**src/hdl/swt_pkg.sv**
```systemverilog
package swt_pkg;

    // Sizing of the tokenizer.
    localparam int ARGS_MAX    = 64;
    localparam int ARG_BUF_MAX = 4096;

    localparam int COUNT_W = 7;   // argument count, limit and index
    localparam int LEN_W   = 12;  // bytes in the current argument
    localparam int SIZE_W  = 13;  // buffer size register
    localparam int STAT_W  = 3;
    localparam int CIDX_W  = 2;   // configuration register index

    // Status codes.
    localparam logic [STAT_W-1:0] ST_OK          = 3'd0;
    localparam logic [STAT_W-1:0] ST_TOO_MANY    = 3'd1;
    localparam logic [STAT_W-1:0] ST_TOO_LONG    = 3'd2;
    localparam logic [STAT_W-1:0] ST_OPEN_SINGLE = 3'd3;
    localparam logic [STAT_W-1:0] ST_OPEN_DOUBLE = 3'd4;
    localparam logic [STAT_W-1:0] ST_TRAIL_BSL   = 3'd5;

    // Input commands.
    localparam logic CMD_BYTE = 1'b0;
    localparam logic CMD_END  = 1'b1;

    // Configuration register indexes.
    localparam logic [CIDX_W-1:0] CFG_ARG_COUNT_LIMIT = 2'd0;
    localparam logic [CIDX_W-1:0] CFG_ARG_BUFFER_SIZE = 2'd1;

    // Characters with a meaning to the parser.
    localparam logic [7:0] CH_SPACE  = 8'h20;
    localparam logic [7:0] CH_TAB    = 8'h09;
    localparam logic [7:0] CH_BSLASH = 8'h5C;
    localparam logic [7:0] CH_SQUOTE = 8'h27;
    localparam logic [7:0] CH_DQUOTE = 8'h22;

    // Values the registers take at reset, already clamped.
    localparam logic [COUNT_W-1:0] LIMIT_RESET   = COUNT_W'(ARGS_MAX);
    localparam logic [LEN_W-1:0]   MAX_LEN_RESET = LEN_W'(ARG_BUF_MAX - 1);

    // Parser state carried from one word to the next.
    typedef struct packed {
        logic                 in_single;
        logic                 in_double;
        logic                 escape_pending;
        logic                 arg_started;
        logic [LEN_W-1:0]     arg_length;
        logic [COUNT_W-1:0]   args_done;
        logic [STAT_W-1:0]    error_code;
    } t_parse_state;

    // One result word.
    typedef struct packed {
        logic                 has_byte;
        logic [7:0]           out_byte;
        logic [COUNT_W-1:0]   arg_index;
        logic                 ends_arg;
        logic                 done_res;
        logic [STAT_W-1:0]    status;
        logic [COUNT_W-1:0]   arg_count;
    } t_result;

    // Effective limits derived from the configuration registers.
    typedef struct packed {
        logic [COUNT_W-1:0]   limit;
        logic [LEN_W-1:0]     max_len;
    } t_limits;

endpackage

```
**src/hdl/shell_word_tokenizer_core.sv**
```systemverilog
// Shell word tokenizer: one command byte or end marker per input word.
// The result word is registered and appears in the cycle after its input word is accepted.
// Throughput: one word per cycle; the parser state and the output register
// are updated in the same cycle, so input is stalled only while a held result is stalled.
// Reset (synchronous, active low) clears the parser and sets the limits to 64 arguments and 4095 bytes.
module shell_word_tokenizer_core (
    input  logic                              i_clk,
    input  logic                              i_rst_n,
    // Input channel
    input  logic                              i_in_valid,
    output logic                              o_in_stall,
    input  logic                              i_cmd,
    input  logic [7:0]                        i_char_byte,
    // Output channel
    output logic                              o_out_valid,
    input  logic                              i_out_stall,
    output logic                              o_has_byte,
    output logic [7:0]                        o_out_byte,
    output logic [swt_pkg::COUNT_W-1:0]       o_arg_index,
    output logic                              o_ends_arg,
    output logic                              o_done_res,
    output logic [swt_pkg::STAT_W-1:0]        o_status,
    output logic [swt_pkg::COUNT_W-1:0]       o_arg_count,
    // Configuration write channel
    input  logic                              i_cfg_valid,
    output logic                              o_cfg_ready,
    input  logic [swt_pkg::CIDX_W-1:0]        i_cfg_index,
    input  logic [swt_pkg::SIZE_W-1:0]        i_cfg_data
);

    swt_pkg::t_limits      limits;
    swt_pkg::t_parse_state r_state;
    swt_pkg::t_parse_state n_state;
    swt_pkg::t_result      r_result;
    swt_pkg::t_result      n_result;
    logic                  r_out_valid;
    logic                  in_accept;

    // Configuration registers are always ready.
    assign o_cfg_ready = 1'b1;

    swt_cfg u_cfg (
        .i_clk       (i_clk),
        .i_rst_n     (i_rst_n),
        .i_cfg_valid (i_cfg_valid),
        .i_cfg_index (i_cfg_index),
        .i_cfg_data  (i_cfg_data),
        .o_limits    (limits)
    );

    swt_step u_step (
        .i_state     (r_state),
        .i_limits    (limits),
        .i_cmd       (i_cmd),
        .i_char_byte (i_char_byte),
        .o_state     (n_state),
        .o_result    (n_result)
    );

    // A new word is taken unless the held result is still stalled.
    assign o_in_stall = r_out_valid && i_out_stall;
    assign in_accept  = i_in_valid && !o_in_stall;

    // Parser state and output valid.
    always_ff @(posedge i_clk) begin
        if (!i_rst_n) begin
            r_state     <= '0;
            r_out_valid <= 1'b0;
        end else begin
            if (in_accept) begin
                r_state <= n_state;
            end
            if (in_accept) begin
                r_out_valid <= 1'b1;
            end else if (!i_out_stall) begin
                r_out_valid <= 1'b0;
            end
        end
    end

    // Result register.
    always_ff @(posedge i_clk) begin
        if (in_accept) begin
            r_result <= n_result;
        end
    end

    assign o_out_valid = r_out_valid;
    assign o_has_byte  = r_result.has_byte;
    assign o_out_byte  = r_result.out_byte;
    assign o_arg_index = r_result.arg_index;
    assign o_ends_arg  = r_result.ends_arg;
    assign o_done_res  = r_result.done_res;
    assign o_status    = r_result.status;
    assign o_arg_count = r_result.arg_count;

    // A word carries a byte, an argument end or neither, never both.
    a_byte_or_end: assert property (@(posedge i_clk) disable iff (!i_rst_n)
        r_out_valid |-> !(o_has_byte && o_ends_arg))
        else $error("byte and argument end in one result");

    // Bytes are only emitted while no error is held.
    a_byte_only_ok: assert property (@(posedge i_clk) disable iff (!i_rst_n)
        (r_out_valid && o_has_byte) |-> (o_status == swt_pkg::ST_OK))
        else $error("byte emitted with an error status");

    // The end marker leaves a clean parser behind.
    a_end_clears: assert property (@(posedge i_clk) disable iff (!i_rst_n)
        (in_accept && i_cmd == swt_pkg::CMD_END) |=>
            (r_state.args_done == '0 && r_state.error_code == swt_pkg::ST_OK &&
             !r_state.in_single && !r_state.in_double && !r_state.arg_started))
        else $error("parser state not cleared after end marker");

    // Accepting a word always produces a result word in the next cycle.
    a_result_follows: assert property (@(posedge i_clk) disable iff (!i_rst_n)
        in_accept |=> r_out_valid)
        else $error("accepted word produced no result");

    // An argument end never comes with a status other than ok.
    a_end_ok: assert property (@(posedge i_clk) disable iff (!i_rst_n)
        (r_out_valid && o_ends_arg) |-> (o_status == swt_pkg::ST_OK && o_arg_count != '0))
        else $error("argument end with error or zero count");

endmodule

```
**src/hdl/swt_cfg.sv**
```systemverilog
module swt_cfg (
    input  logic                          i_clk,
    input  logic                          i_rst_n,
    input  logic                          i_cfg_valid,
    input  logic [swt_pkg::CIDX_W-1:0]    i_cfg_index,
    input  logic [swt_pkg::SIZE_W-1:0]    i_cfg_data,
    output swt_pkg::t_limits              o_limits
);

    swt_pkg::t_limits r_limits;
    swt_pkg::t_limits n_limits;

    logic [swt_pkg::COUNT_W-1:0] limit_raw;
    logic [swt_pkg::SIZE_W-1:0]  size_clamped;
    logic [swt_pkg::SIZE_W-1:0]  size_less_one;

    // Clamp the written values once, so the parser only sees the usable limits.
    always_comb begin
        limit_raw     = i_cfg_data[swt_pkg::COUNT_W-1:0];
        size_clamped  = (i_cfg_data > swt_pkg::SIZE_W'(swt_pkg::ARG_BUF_MAX))
                      ? swt_pkg::SIZE_W'(swt_pkg::ARG_BUF_MAX) : i_cfg_data;
        size_less_one = (size_clamped == '0) ? '0 : size_clamped - 1'b1;
        n_limits      = r_limits;
        if (i_cfg_valid) begin
            unique case (i_cfg_index)
                swt_pkg::CFG_ARG_COUNT_LIMIT: begin
                    n_limits.limit = (limit_raw > swt_pkg::COUNT_W'(swt_pkg::ARGS_MAX))
                                   ? swt_pkg::COUNT_W'(swt_pkg::ARGS_MAX) : limit_raw;
                end
                swt_pkg::CFG_ARG_BUFFER_SIZE: begin
                    n_limits.max_len = size_less_one[swt_pkg::LEN_W-1:0];
                end
                default: begin
                    n_limits = r_limits;
                end
            endcase
        end
    end

    always_ff @(posedge i_clk) begin
        if (!i_rst_n) begin
            r_limits.limit   <= swt_pkg::LIMIT_RESET;
            r_limits.max_len <= swt_pkg::MAX_LEN_RESET;
        end else begin
            r_limits <= n_limits;
        end
    end

    assign o_limits = r_limits;

endmodule

```
**src/hdl/swt_step.sv**
```systemverilog
module swt_step (
    input  swt_pkg::t_parse_state   i_state,
    input  swt_pkg::t_limits        i_limits,
    input  logic                    i_cmd,
    input  logic [7:0]              i_char_byte,
    output swt_pkg::t_parse_state   o_state,
    output swt_pkg::t_result        o_result
);

    swt_pkg::t_parse_state st;
    logic                  has_byte;
    logic                  ends;
    logic                  done;
    logic                  is_blank;
    logic                  len_full;
    logic                  count_full;

    // Decide one word: the next parser state and the result it produces.
    always_comb begin
        st         = i_state;
        has_byte   = 1'b0;
        ends       = 1'b0;
        done       = 1'b0;
        is_blank   = (i_char_byte == swt_pkg::CH_SPACE) || (i_char_byte == swt_pkg::CH_TAB);
        len_full   = (i_state.arg_length >= i_limits.max_len);
        count_full = (i_state.args_done >= i_limits.limit);

        if (i_cmd == swt_pkg::CMD_BYTE) begin
            priority if (i_state.error_code != swt_pkg::ST_OK) begin
                // Locked after an error until the end marker.
                st = i_state;
            end else if (i_state.escape_pending ||
                         !((i_char_byte == swt_pkg::CH_BSLASH && !i_state.in_single) ||
                           (i_char_byte == swt_pkg::CH_SQUOTE && !i_state.in_double) ||
                           (i_char_byte == swt_pkg::CH_DQUOTE && !i_state.in_single) ||
                           (is_blank && !i_state.in_single && !i_state.in_double))) begin
                // Literal byte: escaped or plain.
                st.escape_pending = 1'b0;
                if (len_full) begin
                    st.error_code = swt_pkg::ST_TOO_LONG;
                end else begin
                    st.arg_length  = i_state.arg_length + 1'b1;
                    st.arg_started = 1'b1;
                    has_byte       = 1'b1;
                end
            end else if (i_char_byte == swt_pkg::CH_BSLASH && !i_state.in_single) begin
                st.escape_pending = 1'b1;
                st.arg_started    = 1'b1;
            end else if (i_char_byte == swt_pkg::CH_SQUOTE && !i_state.in_double) begin
                st.in_single   = !i_state.in_single;
                st.arg_started = 1'b1;
            end else if (i_char_byte == swt_pkg::CH_DQUOTE && !i_state.in_single) begin
                st.in_double   = !i_state.in_double;
                st.arg_started = 1'b1;
            end else begin
                // Unquoted blank: closes an argument that has been started.
                if (i_state.arg_started) begin
                    if (count_full) begin
                        st.error_code = swt_pkg::ST_TOO_MANY;
                    end else begin
                        st.args_done   = i_state.args_done + 1'b1;
                        st.arg_length  = '0;
                        st.arg_started = 1'b0;
                        ends           = 1'b1;
                    end
                end
            end
        end else begin
            // End marker: check open constructs, then close the last argument.
            done = 1'b1;
            if (i_state.error_code == swt_pkg::ST_OK) begin
                priority if (i_state.in_single) begin
                    st.error_code = swt_pkg::ST_OPEN_SINGLE;
                end else if (i_state.in_double) begin
                    st.error_code = swt_pkg::ST_OPEN_DOUBLE;
                end else if (i_state.escape_pending) begin
                    st.error_code = swt_pkg::ST_TRAIL_BSL;
                end else if (i_state.arg_started) begin
                    if (count_full) begin
                        st.error_code = swt_pkg::ST_TOO_MANY;
                    end else begin
                        st.args_done   = i_state.args_done + 1'b1;
                        st.arg_length  = '0;
                        st.arg_started = 1'b0;
                        ends           = 1'b1;
                    end
                end else begin
                    st = i_state;
                end
            end
        end

        o_result.has_byte  = has_byte;
        o_result.out_byte  = has_byte ? i_char_byte : 8'h00;
        o_result.arg_index = i_state.args_done;
        o_result.ends_arg  = ends;
        o_result.done_res  = done;
        o_result.status    = st.error_code;
        o_result.arg_count = st.args_done;

        // The end marker leaves a clean parser for the next string.
        if (done) begin
            o_state = '0;
        end else begin
            o_state = st;
        end
    end

endmodule
```
**config.mk**
```make
export PLATFORM = sky130hd
export DESIGN_NAME = shell_word_tokenizer_core
export DESIGN_NICKNAME = d
export VERILOG_FILES = /design/src/hdl/swt_pkg.sv /design/src/hdl/shell_word_tokenizer_core.sv /design/src/hdl/swt_cfg.sv /design/src/hdl/swt_step.sv
export SDC_FILE = /design/constraint.sdc
export NUM_CORES = 1
export LEC_CHECK = 0
export ABC_CLOCK_PERIOD_IN_PS = 4900
export BUFFER_PORTS_ARGS = -buffer_cell sky130_fd_sc_hd__buf_2
export CAP_MARGIN = 30
export CORE_MARGIN = 2
export CORE_UTILIZATION = 60
export DETAILED_ROUTE_END_ITERATION = 10
export HOLD_SLACK_MARGIN = 0.05
export PLACE_DENSITY = 0.83
export SYNTH_ARGS = -nofsm -noshare
export SYNTH_HDL_FRONTEND = slang
export SYNTH_SLANG_ARGS = --single-unit
```
**constraint.sdc**
```tcl
create_clock -name i_clk -period 4.9 [get_ports i_clk]
set_input_delay 0.49 -clock i_clk [delete_from_list [all_inputs] [get_ports i_clk]]
set_output_delay 0.49 -clock i_clk [all_outputs]
set_load 0.005 [all_outputs]
```
==> results.py <==
metrics = {
    "critical_path": {
        "r2r_end": "r_state[3]$_SDFFE_PN0P_",
        "start_kind": "register",
        "path_max_fanout": 12,
        "reg2reg_slack_ns": 1.84,
        "cp.required_ns": 5.10,
        "path_class": "reg -> reg",
        "worstRegToRegCells": 8,
        "reg2reg_from": "r_state[10]$_SDFFE_PN0P_",
        "crit_path_end_kind": "register",
        "arrival_ns": 3.25,
    },
    "global_route": {
        "gr-total-overflow": 0,
        "grt_usage_pct": 25.0,
        "grt_max_degree": 35,
        "grt_pass1_vias": 3287,
        "grt_pass1_wl_microns": 15100,
        "antenna_found_initial": 0,
    },
    "drt": {
        "dr_wl_met3_microns": 623,
        "routed_wire_length_per_instance_microns": 16.2,
        "dr_wl_met2_microns": 4560,
        "vias": 3651,
        "postRouteAntennaNets": 0,
        "drtIter0Drc": 198,
        "viasPerCell": 6.35,
        "drc_errors": 0,
        "maxUsedRoutingLayer": "met4",
        "drt_pass1_iterations": 5,
        "met1Wirelength_microns": 3930,
        "routed_wirelength_microns": 9290,
    },
    "synth": {
        "synthFlopType": "dfxtp_1",
        "ys_ff_latch": 74,
        "ys_seq_area_share_pct": 42.4,
        "synth_edf_count": 28,
        "synth_top_area_share_pct": 22.2,
        "syn_area_sq_um": 4150,
        "synth_top_cell_by_area": "dfxtp_1",
        "yosys_warnings": 0,
        "ys_types": 67,
        "avgSynthCellArea_sq_um": 9.39,
        "netlist_top_cells_area": "dfxtp_1, edfxtp_1, ha_1",
        "async_flop_share_pct": 0,
        "synthCells": 442,
        "synth_nets": 494,
    },
    "clock_network": {
        "h-tree-depth": 3,
        "hold_buffers": 0,
        "cts_max_path_buffers": 2,
        "cts_sinks": 74,
        "root_buffer": "clkbuf_8",
        "cts-resized-gates": 0,
        "post_cts_buffers": 0,
        "path_clk_slew_ns": 0.08,
        "insertion_delay_ns": 0.35,
        "cts_inserted_buffers": 9,
        "cts_tree": "done",
    },
    "timing": {
        "worst_pin_slew_ns": 0.889,
        "fin_setup_tns_ns": 0,
        "hold_violations": 0,
        "period_share_pct": 62.4,
        "rsz0062_at_grt": "false",
        "min_period_ns": 3.06,
        "clock_skew_ns": 0.00537,
        "slew-limit-headroom_pct": 40.3,
        "fmax_ghz": 0.327,
        "setup_slack_ns": 1.84,
        "setup_violations": 0,
        "finalMaxSlewViolations": 0,
        "whs_ns": 0.367,
    },
    "min_path": {
        "hold_start": "i_in_valid",
        "whs_path_depth": 2,
        "hold_end": "o_out_valid$_SDFFE_PN0P_",
        "hold_path_class": "in -> reg",
    },
    "final_layout": {
        "nets": 542,
        "antennaDiodeCount": 0,
        "area_growth_pct": 12.4,
        "multi_input_area_sq_um": 2170,
        "register_area_sq_um": 1760,
        "fin_area_sq_um": 4660,
        "final.fill_count": 549,
        "layout-drive-gt1-share_pct": 17.4,
    },
    "pwr": {
        "power_density_nw_per_um2": 283,
        "p_int_uw": 995,
        "p_switching_uw": 325,
        "comb_power_share_pct": 9.8,
        "pwr-share-clk_pct": 39.7,
        "p_leak_uw": 0.00188,
        "ir_worst_vdd_mv": 0.151,
        "p_sw_share_pct": 24.6,
        "pwr-share-seq_pct": 50.5,
    },
    "status": {
        "outcome": "finished, final reports clean",
    },
    "placement": {
        "port_buffers": 58,
        "hpwl_microns": 6540,
        "placed_cell_area_sq_um": 4440,
        "routabilityCongestion": 0.940,
        "preCtsSetupSlack_ns": 1.66,
    },
    "floorplan": {
        "die_x_microns": 87.2,
        "die_h_microns": 87.2,
        "io_pins": 60,
        "start_util_pct": 61.4,
        "core_sq_um": 6760,
        "num_rows": 30,
        "die_area_sq_um": 7600,
    },
    "job": {
        "cap_viol_max_count": 0,
    },
}
final cells by class:
type                            instances  share of cell area, %
Clock buffer                           10                   2.74
Clock inverter                          6                   1.96
Inverter                               31                   2.50
Multi-Input combinational cell        315                   46.5
Sequential cell                        74                   37.8
Tap cell                               80                   2.15
Timing Repair Buffer                   59                   6.39
power by group through the flow:
stage	Combinational (uW)	Sequential, uW	Clock [uW]
2_1_floorplan	77.7	682	0
3_3_place_gp	123	681	0
3_5_place_dp	127	681	0
4_1_cts	128	667	527
5_1_grt	143	669	553
6_report	129	667	524
worst max path at each step:
stage | start | end | slack [ns] | depth (start not counted)
floorplan | i_out_stall | r_state[19]$_SDFFE_PN0P_ | 2.17 | 7
global placement | i_out_stall | r_state[19]$_SDFFE_PN0P_ | 1.76 | 8
detailed placement | i_out_stall | r_state[3]$_SDFFE_PN0P_ | 1.66 | 8
CTS | r_state[10]$_SDFFE_PN0P_ | r_state[3]$_SDFFE_PN0P_ | 1.86 | 8
global route | r_state[10]$_SDFFE_PN0P_ | r_state[3]$_SDFFE_PN0P_ | 1.62 | 8
finish | r_state[10]$_SDFFE_PN0P_ | r_state[3]$_SDFFE_PN0P_ | 1.84 | 8
routing by layer:
layer	vias to the layer above	GRT usage, %
met5	-	0
met4	0	9.23
met3	22	4.74
met2	161	42.6
met1	1706	31.7
li1	1762	-
cells by family after synthesis:
family | share of synthesized area, %
AND/OR/NAND/NOR | 21.8
AO/OA/AOI/OAI | 20.6
flip-flops | 42.4
buffers and inverters | 5.31
adder cells (fa/ha/maj) | 6.93
XOR/XNOR | 2.53
other | 0.0904
multiplexers | 0.241
flip-flops by register name (all words and copies together), names as in the netlist:
register        count
o_arg_count         7
o_has_byte          1
r_state            26
o_out_byte          8
o_status            3
o_out_valid         1
o_done_res          1
u_cfg.o_limits     19
o_ends_arg          1
o_arg_index         7
cells in the final DEF, fill, tap and decap left out, types with 6 or more instances in the layout:
cell type | netlist | routed
o21ai_1 | 6 | 6
nor3_1 | 10 | 10
dfxtp_1 | 46 | 46
buf_2 | 2 | 58
ha_1 | 23 | 23
a21oi_1 | 43 | 43
nand3b_1 | 10 | 10
xnor2_1 | 8 | 8
or4_1 | 11 | 11
inv_1 | 28 | 28
and2_1 | 13 | 13
or3_1 | 9 | 9
a21o_1 | 7 | 7
o31ai_1 | 6 | 6
and3_1 | 6 | 6
nand2_1 | 30 | 30
nand3_1 | 8 | 8
o21ai_0 | 17 | 17
clkbuf_8 | 0 | 9
nand4_1 | 10 | 10
edfxtp_1 | 28 | 28
nor2_1 | 15 | 15
metrics by stage:
step | util (%) | instances | total power, uW
6_report | 69.0 | 575 | 1320
5_1_grt | 69.0 | 575 | 1370
4_1_cts | 68.9 | 574 | 1320
3_5_place_dp | 65.7 | 558 | 808
3_3_place_gp | 65.7 | 558 | 804
2_1_floorplan | - | 442 | 760
worst max-delay path, cell delays in order (launching register included):
cell and delay (ns):
dfxtp_1 0.39, inv_1 0.09, ha_1 0.27, nand2b_1 0.14, a2111oi_0 0.52, o32a_1 0.33
a41oi_1 0.23, o21ai_1 0.77, mux2i_1 0.16
Yosys cell counts (all sizes together) (9+ instances only):
master  number
clkbuf      16
dfxtp       46
nand4       10
nor2        15
o21ai       23
nand2       30
ha          23
nor3        11
or3          9
or4         14
a21oi       43
nand3b      10
and2        13
edfxtp      28
inv         31
No activity file was read; power rests on OpenSTA's default activity.
